File: config.mk
export PLATFORM = sky130hd
export DESIGN_NAME = stop_and_wait_retry_controller
export DESIGN_NICKNAME = d
export VERILOG_FILES = /design/src/hdl/swrc_pkg.sv /design/src/hdl/stop_and_wait_retry_controller.sv
export SDC_FILE = /design/constraint.sdc
export NUM_CORES = 1
export LEC_CHECK = 0
export BUFFER_PORTS_ARGS = -buffer_cell sky130_fd_sc_hd__buf_2
export CORE_ASPECT_RATIO = 0.9
export CORE_MARGIN = 3
export CORE_UTILIZATION = 38
export DETAILED_ROUTE_END_ITERATION = 12
export GPL_ROUTABILITY_DRIVEN = 0
export PLACE_DENSITY_LB_ADDON = 0.08
export RECOVER_POWER = 50
export SLEW_MARGIN = 30
export SYNTH_ARGS = -nofsm -noshare
export SYNTH_HDL_FRONTEND = slang
export SYNTH_SLANG_ARGS = --single-unit
File: constraint.sdc
create_clock -name clk -period 8.98 [get_ports clk]
set_input_delay 0.449 -clock clk [delete_from_list [all_inputs] [get_ports clk]]
set_output_delay 0.449 -clock clk [all_outputs]
set_load 0.01 [all_outputs]
File: src/hdl/swrc_pkg.sv
package swrc_pkg;

  localparam int unsigned CFG_INDEX_W = 2;
  localparam int unsigned CFG_DATA_W  = 16;

  localparam logic [15:0] ACK_TIMEOUT_RESET = 16'd2000;
  localparam logic [3:0]  MAX_SENDS_RESET   = 4'd3;
  localparam logic [15:0] COOLDOWN_RESET    = 16'd5000;
  localparam logic [7:0]  DEBOUNCE_RESET    = 8'd20;

  localparam logic [31:0] ACK_WORD = 32'h41434B3A;

  typedef enum logic [CFG_INDEX_W-1:0] {
    REG_ACK_TIMEOUT = 2'd0,
    REG_MAX_SENDS   = 2'd1,
    REG_COOLDOWN    = 2'd2,
    REG_DEBOUNCE    = 2'd3
  } cfg_reg_t;

  typedef struct packed {
    logic        button_low;
    logic        msg_valid;
    logic [31:0] msg_head;
  } tick_t;

  typedef struct packed {
    logic       send_pulse;
    logic       gave_up;
    logic       ack_seen;
    logic       waiting;
    logic       cooling;
    logic [3:0] send_count;
  } result_t;

endpackage

File: src/hdl/stop_and_wait_retry_controller.sv
// Stop-and-wait command sender with retries, stepped by one tick per transfer.
// Each transfer on the tick channel carries the button level and an optional
// received message head for one millisecond tick. Each tick produces exactly
// one transfer on the result channel: send, give-up and acknowledgment pulses
// plus the waiting and cooling flags and the send count after that tick.
// The configuration port writes the timeout, the send limit, the cooldown and
// the debounce length; it is meant to be written while no tick is in flight.
// An accepted tick's result is registered in the result register or skid stage.
// Throughput is one tick per cycle while tick_stall is low, set by the single
// register stage of the sender state, updated in the cycle a tick is accepted.
// A result register with a one-entry skid stage sits on the output, so a
// tick is still taken while one result waits; tick_stall is high exactly
// while the skid stage is full, which needs the result register to be full.
// Results leave in order and are never dropped while the receiver stalls.
// Synchronous reset clears all flags, counters and both output stages, and
// returns the configuration registers to their default values.
module stop_and_wait_retry_controller
  import swrc_pkg::*;
#(
  parameter int unsigned TIMER_BITS = 16
) (
  input  logic                   clk,
  input  logic                   rst,
  input  logic                   tick_valid,
  output logic                   tick_stall,
  input  tick_t                  tick,
  output logic                   result_valid,
  input  logic                   result_stall,
  output result_t                result,
  input  logic                   cfg_write,
  input  logic [CFG_INDEX_W-1:0] cfg_index,
  input  logic [CFG_DATA_W-1:0]  cfg_data
);

  localparam int unsigned CMP_W = (TIMER_BITS > 16) ? TIMER_BITS : 16;
  localparam logic [TIMER_BITS-1:0] TIMER_MAX = {TIMER_BITS{1'b1}};

  logic [15:0] ack_timeout_ticks;
  logic [3:0]  max_sends;
  logic [15:0] cooldown_ticks;
  logic [7:0]  debounce_ticks;

  logic                  waiting_flag, waiting_flag_next;
  logic                  cooling_flag, cooling_flag_next;
  logic [TIMER_BITS-1:0] cooldown_elapsed, cooldown_elapsed_next;
  logic [TIMER_BITS-1:0] since_send, since_send_next;
  logic [3:0]            sends_made, sends_made_next;
  logic                  debounce_active, debounce_active_next;
  logic [7:0]            debounce_left, debounce_left_next;

  result_t res_next;
  result_t skid;
  logic    skid_valid;
  logic    tick_fire;
  logic    result_fire;

  logic [7:0] left_dec;
  logic       skip;
  logic       confirm;

  assign tick_stall  = skid_valid;
  assign tick_fire   = tick_valid && !tick_stall;
  assign result_fire = result_valid && !result_stall;

  always_ff @(posedge clk) begin
    if (rst) begin
      ack_timeout_ticks <= ACK_TIMEOUT_RESET;
      max_sends         <= MAX_SENDS_RESET;
      cooldown_ticks    <= COOLDOWN_RESET;
      debounce_ticks    <= DEBOUNCE_RESET;
    end else if (cfg_write) begin
      unique case (cfg_reg_t'(cfg_index))
        REG_ACK_TIMEOUT: ack_timeout_ticks <= cfg_data;
        REG_MAX_SENDS:   max_sends         <= cfg_data[3:0];
        REG_COOLDOWN:    cooldown_ticks    <= cfg_data;
        REG_DEBOUNCE:    debounce_ticks    <= cfg_data[7:0];
        default: ;
      endcase
    end
  end

  always_comb begin
    cooldown_elapsed_next = (cooldown_elapsed == TIMER_MAX) ? TIMER_MAX :
                            cooldown_elapsed + 1'b1;
    since_send_next       = (since_send == TIMER_MAX) ? TIMER_MAX : since_send + 1'b1;
    waiting_flag_next     = waiting_flag;
    cooling_flag_next     = cooling_flag;
    sends_made_next       = sends_made;
    debounce_active_next  = debounce_active;
    debounce_left_next    = debounce_left;
    left_dec              = (debounce_left != 8'd0) ? debounce_left - 8'd1 : debounce_left;
    skip                  = 1'b0;
    confirm               = 1'b0;
    res_next              = '0;

    if (cooling_flag && (CMP_W'(cooldown_elapsed_next) >= CMP_W'(cooldown_ticks))) begin
      cooling_flag_next = 1'b0;
    end

    if (debounce_active) begin
      debounce_left_next = left_dec;
      if (left_dec == 8'd0) begin
        debounce_active_next = 1'b0;
        confirm              = tick.button_low;
      end else begin
        skip = 1'b1;
      end
    end else if (!cooling_flag_next && !waiting_flag && tick.button_low) begin
      if (debounce_ticks == 8'd0) begin
        confirm = 1'b1;
      end else begin
        debounce_active_next = 1'b1;
        debounce_left_next   = debounce_ticks;
        skip                 = 1'b1;
      end
    end

    if (confirm) begin
      sends_made_next       = 4'd1;
      since_send_next       = '0;
      waiting_flag_next     = 1'b1;
      res_next.send_pulse   = 1'b1;
      cooling_flag_next     = 1'b1;
      cooldown_elapsed_next = '0;
    end

    if (!skip) begin
      if (waiting_flag_next && tick.msg_valid && (tick.msg_head == ACK_WORD)) begin
        waiting_flag_next = 1'b0;
        sends_made_next   = 4'd0;
        res_next.ack_seen = 1'b1;
      end
      if (waiting_flag_next && (CMP_W'(since_send_next) > CMP_W'(ack_timeout_ticks))) begin
        if (sends_made_next < max_sends) begin
          since_send_next     = '0;
          sends_made_next     = sends_made_next + 4'd1;
          res_next.send_pulse = 1'b1;
        end else begin
          waiting_flag_next = 1'b0;
          res_next.gave_up  = 1'b1;
        end
      end
    end

    res_next.waiting    = waiting_flag_next;
    res_next.cooling    = cooling_flag_next;
    res_next.send_count = sends_made_next;
  end

  always_ff @(posedge clk) begin
    if (rst) begin
      waiting_flag     <= 1'b0;
      cooling_flag     <= 1'b0;
      cooldown_elapsed <= '0;
      since_send       <= '0;
      sends_made       <= 4'd0;
      debounce_active  <= 1'b0;
      debounce_left    <= 8'd0;
    end else if (tick_fire) begin
      waiting_flag     <= waiting_flag_next;
      cooling_flag     <= cooling_flag_next;
      cooldown_elapsed <= cooldown_elapsed_next;
      since_send       <= since_send_next;
      sends_made       <= sends_made_next;
      debounce_active  <= debounce_active_next;
      debounce_left    <= debounce_left_next;
    end
  end

  always_ff @(posedge clk) begin
    if (rst) begin
      result_valid <= 1'b0;
      skid_valid   <= 1'b0;
    end else if (result_fire || !result_valid) begin
      if (skid_valid) begin
        result_valid <= 1'b1;
        skid_valid   <= 1'b0;
      end else begin
        result_valid <= tick_fire;
      end
    end else if (tick_fire) begin
      skid_valid <= 1'b1;
    end
  end

  always_ff @(posedge clk) begin
    if (result_fire || !result_valid) begin
      if (skid_valid) begin
        result <= skid;
      end else if (tick_fire) begin
        result <= res_next;
      end
    end else if (tick_fire) begin
      skid <= res_next;
    end
  end

  assert property (@(posedge clk) disable iff (rst) skid_valid |-> result_valid)
    else $error("Skid stage holds a result while the result register is empty.");

  assert property (@(posedge clk) disable iff (rst)
    tick_fire |-> !(res_next.send_pulse && res_next.gave_up))
    else $error("A tick both sent and gave up.");

  assert property (@(posedge clk) disable iff (rst) debounce_active |-> !waiting_flag)
    else $error("Debounce wait is running while an acknowledgment is awaited.");

  assert property (@(posedge clk) disable iff (rst)
    (result_valid && result_stall && !skid_valid && tick_fire) |=> skid_valid)
    else $error("A transfer arriving during a stall was not held in the skid stage.");

endmodule
==> impl_metrics.toml <==
[timing]
fmax_ghz = 0.137
finalClockSkew_ns = 0.0120
worst_slack_ns = 1.69
slew-limit-headroom_pct = -186
finalSetupTns_ns = 0
hold_viol_final = 0
min_period_ns = 7.29
drv_slew = 142
tightest_slew_ns = 4.29
setup_viol = 0
rsz0062_at_grt = "no"
fin_crit_sh_pct = 81.2

[place]
pre_cts_slack_ns = 1.38
place_area_mm2 = 0.00713
portBuffers = 67
dp_hpwl_mm = 12.8
dp_cells = 1091

[synth]
synth_nets = 928
yosysSeqAreaShare_pct = 36.1
synth_edf_count = 18
syn_area_per_cell_um2 = 8.01
syn_inst = 831
synth_ff_type = "dfxtp_1"
async_flop_share_pct = 0
yosysUniqueCellTypes = 76
syn_area_mm2 = 0.00665
ys_ff_latch = 111
ys_warn_count = 0

[clock_network]
clockRootBuffer = "clkbuf_16"
h-tree-depth = 3
ctsHoldBuffers = 0
clock_latency_ns = 0.37
cts_tree = "built"
post_cts_buffers = 0
clkSinkCount = 111
path_clk_slew_ns = 0.08
cts_inserted_buffers = 9
post_cts_resized = 0
clock_path_buffers = 2

[floorplan]
io_pins = 68
rows = 45
core_area_mm2 = 0.0170
start_util_pct = 39.1
die_w_um = 145
die_y_um = 132
dieArea_mm2 = 0.0191

[detailed_routing]
avgViaCountPerCell = 5.47
routed_wl_mm = 17.8
wl_per_cell_um = 16.0
drc = 0
drtPass1Iterations = 5
first_iter_violations = 380
postRouteAntennaNets = 0
via_count = 6056

[global_routing]
grt_usage_pct = 18.3
grt_max_degree = 95
grt_pass1_wl_mm = 28.9
grt_pass1_vias = 5626
gr-total-overflow = 0
grt_antenna_before_repair = 0

[setup_path]
cpMostUsedCell = "ha_1"
cp_slowest_stage_delay_ns = 0.68
startpoint_type = "flip-flop"
crit_family = "simple AND/OR/NAND/NOR gates"
crit_required_ns = 9.10
worstPathBufferInverterCount = 0
worstPathArrival_ns = 7.41
crit_chain = "ha_1, and3_1, nand3_1, or3_1, and2_1, ha_1, nand2b_1, a2111oi_0, o32ai_1, o211a_1, or2_2, a211oi_1, ha_1, nand4_1, nor2_1, a41oi_1, a21boi_1, nand2_1, o311a_1, a221o_1"
critPathKind = "reg -> reg"
path_max_fanout = 29
critPathSlowestCell = "nand2_1"
end_kind = "flip-flop"

[power_and_ir_drop]
peakVddDrop_mv = 0.0832
total_power_mw = 1.14
p_leak_nw = 2.97
pwr_density_cell_mw_per_mm2 = 154

[final_layout]
drive_above_1_share_pct = 11.4
areaGrowthSynthToFinish_pct = 11.6
layout_commonest_cell = "nand2_1"
stdcell_count = 1107
nFillCells = 1772
nets = 964
stdcell_area_mm2 = 0.00742
layout_common_cells = "nand2_1, a21oi_1, dfxtp_1, buf_2, nor2_1"
antennaDiodeCount = 0

[flow_run]
drv_cap = 2

[status]
status = "finished, violations left"
violations = "max-capacitance violations, max-slew violations"

[hold_path]
hp-class = "in -> reg"
kinds of logic (layout without fill, tap and decap cells):
group | count (synthesis) | after routing | share of synthesized area (%)
mux | 6 | 6 | 0.940
fa+ha+maj | 40 | 40 | 7.52
xor+xnor | 22 | 22 | 2.90
simple gates | 336 | 336 | 24.8
buf+inv | 98 | 139 | 5.87
flops | 111 | 111 | 36.1
compound gates | 218 | 218 | 21.9
stage by stage:
step / util [%] / hold slack (ns)
6_report: 43.7 / 0.316
5_1_grt: 43.7 / 0.309
4_1_cts: 43.7 / 0.311
3_5_place_dp: 41.9 / 0.449
3_3_place_gp: 41.9 / 0.448
2_1_floorplan: - / 0.436
synth_stat cells (4+ instances only):
cell | number | area (um2)
a311oi_1 | 5 | 43.8
and4_1 | 4 | 35.0
nor3_1 | 21 | 105
nand3_1 | 30 | 150
o31ai_1 | 6 | 45.0
nor4_1 | 5 | 31.3
or2_2 | 4 | 25.0
nand3b_1 | 12 | 90.1
a211oi_1 | 7 | 52.6
edfxtp_1 | 18 | 541
xnor2_1 | 12 | 105
a21oi_1 | 94 | 470
nor2b_1 | 12 | 75.1
o21ai_0 | 13 | 65.1
o211ai_1 | 16 | 120
clkbuf_1 | 38 | 143
inv_1 | 50 | 188
nand2_1 | 137 | 514
a21o_1 | 6 | 45.0
nor2_1 | 56 | 210
dfxtp_1 | 93 | 1860
xor2_1 | 10 | 87.6
and2_1 | 7 | 43.8
o22ai_1 | 5 | 31.3
o21a_1 | 9 | 67.6
nand2b_1 | 5 | 31.3
buf_2 | 6 | 30.0
a211o_1 | 10 | 87.6
nand4_1 | 12 | 75.1
ha_1 | 40 | 500
and3_1 | 9 | 56.3
mux2i_1 | 4 | 40.0
a31oi_1 | 9 | 56.3
flip-flops by register name, indices dropped and copies added, names as in the netlist, 8 cells and up:
register	flops
ack_timeout_ticks	16
cooldown_elapsed	16
debounce_ticks	8
debounce_left	8
since_send	16
cooldown_ticks	16
skid	9
result	9
final cells by class:
type                    count  area [um2]  area share [%]
well taps                 235         294            3.96
repair buffers             72         352            4.74
clock inverters             7        80.1            1.08
multi-input cells         622        3880            52.3
inverters                  51         191            2.58
clock buffers               9         225            3.03
flip-flops and latches    111        2400            32.4
power by group:
| group | internal [mW] | leakage [nW] | switching [mW] |
|---|---|---|---|
| combinational | 0.0678 | 1.89 | 0.111 |
| clock | 0.221 | 0.148 | 0.202 |
| sequential | 0.525 | 0.932 | 0.0172 |
| total | 0.814 | 2.97 | 0.331 |
path summary, 6_finish.rpt:
kind                                     startpoint                    to  slack (ns)  cells after the start
worst max-delay path            cooldown_elapsed[0]             result[3]        1.69                     20
worst min-delay path                    cfg_data[8]  ack_timeout_ticks[8]        0.32                      2
worst max register to register  cooldown_elapsed[0]             result[3]        1.69                     20
worst min register to register   cooldown_ticks[11]    cooldown_ticks[11]        0.45                      2
metal layers:
metal,GRT usage [%],vias to the layer above,share of wire (%)
li1,-,3039,-
met1,27.2,2866,51
met4,4.54,0,1.2
met3,3.79,16,4.0
met5,0,-,0
met2,27.2,135,44
No activity file was read; power rests on OpenSTA's default activity.
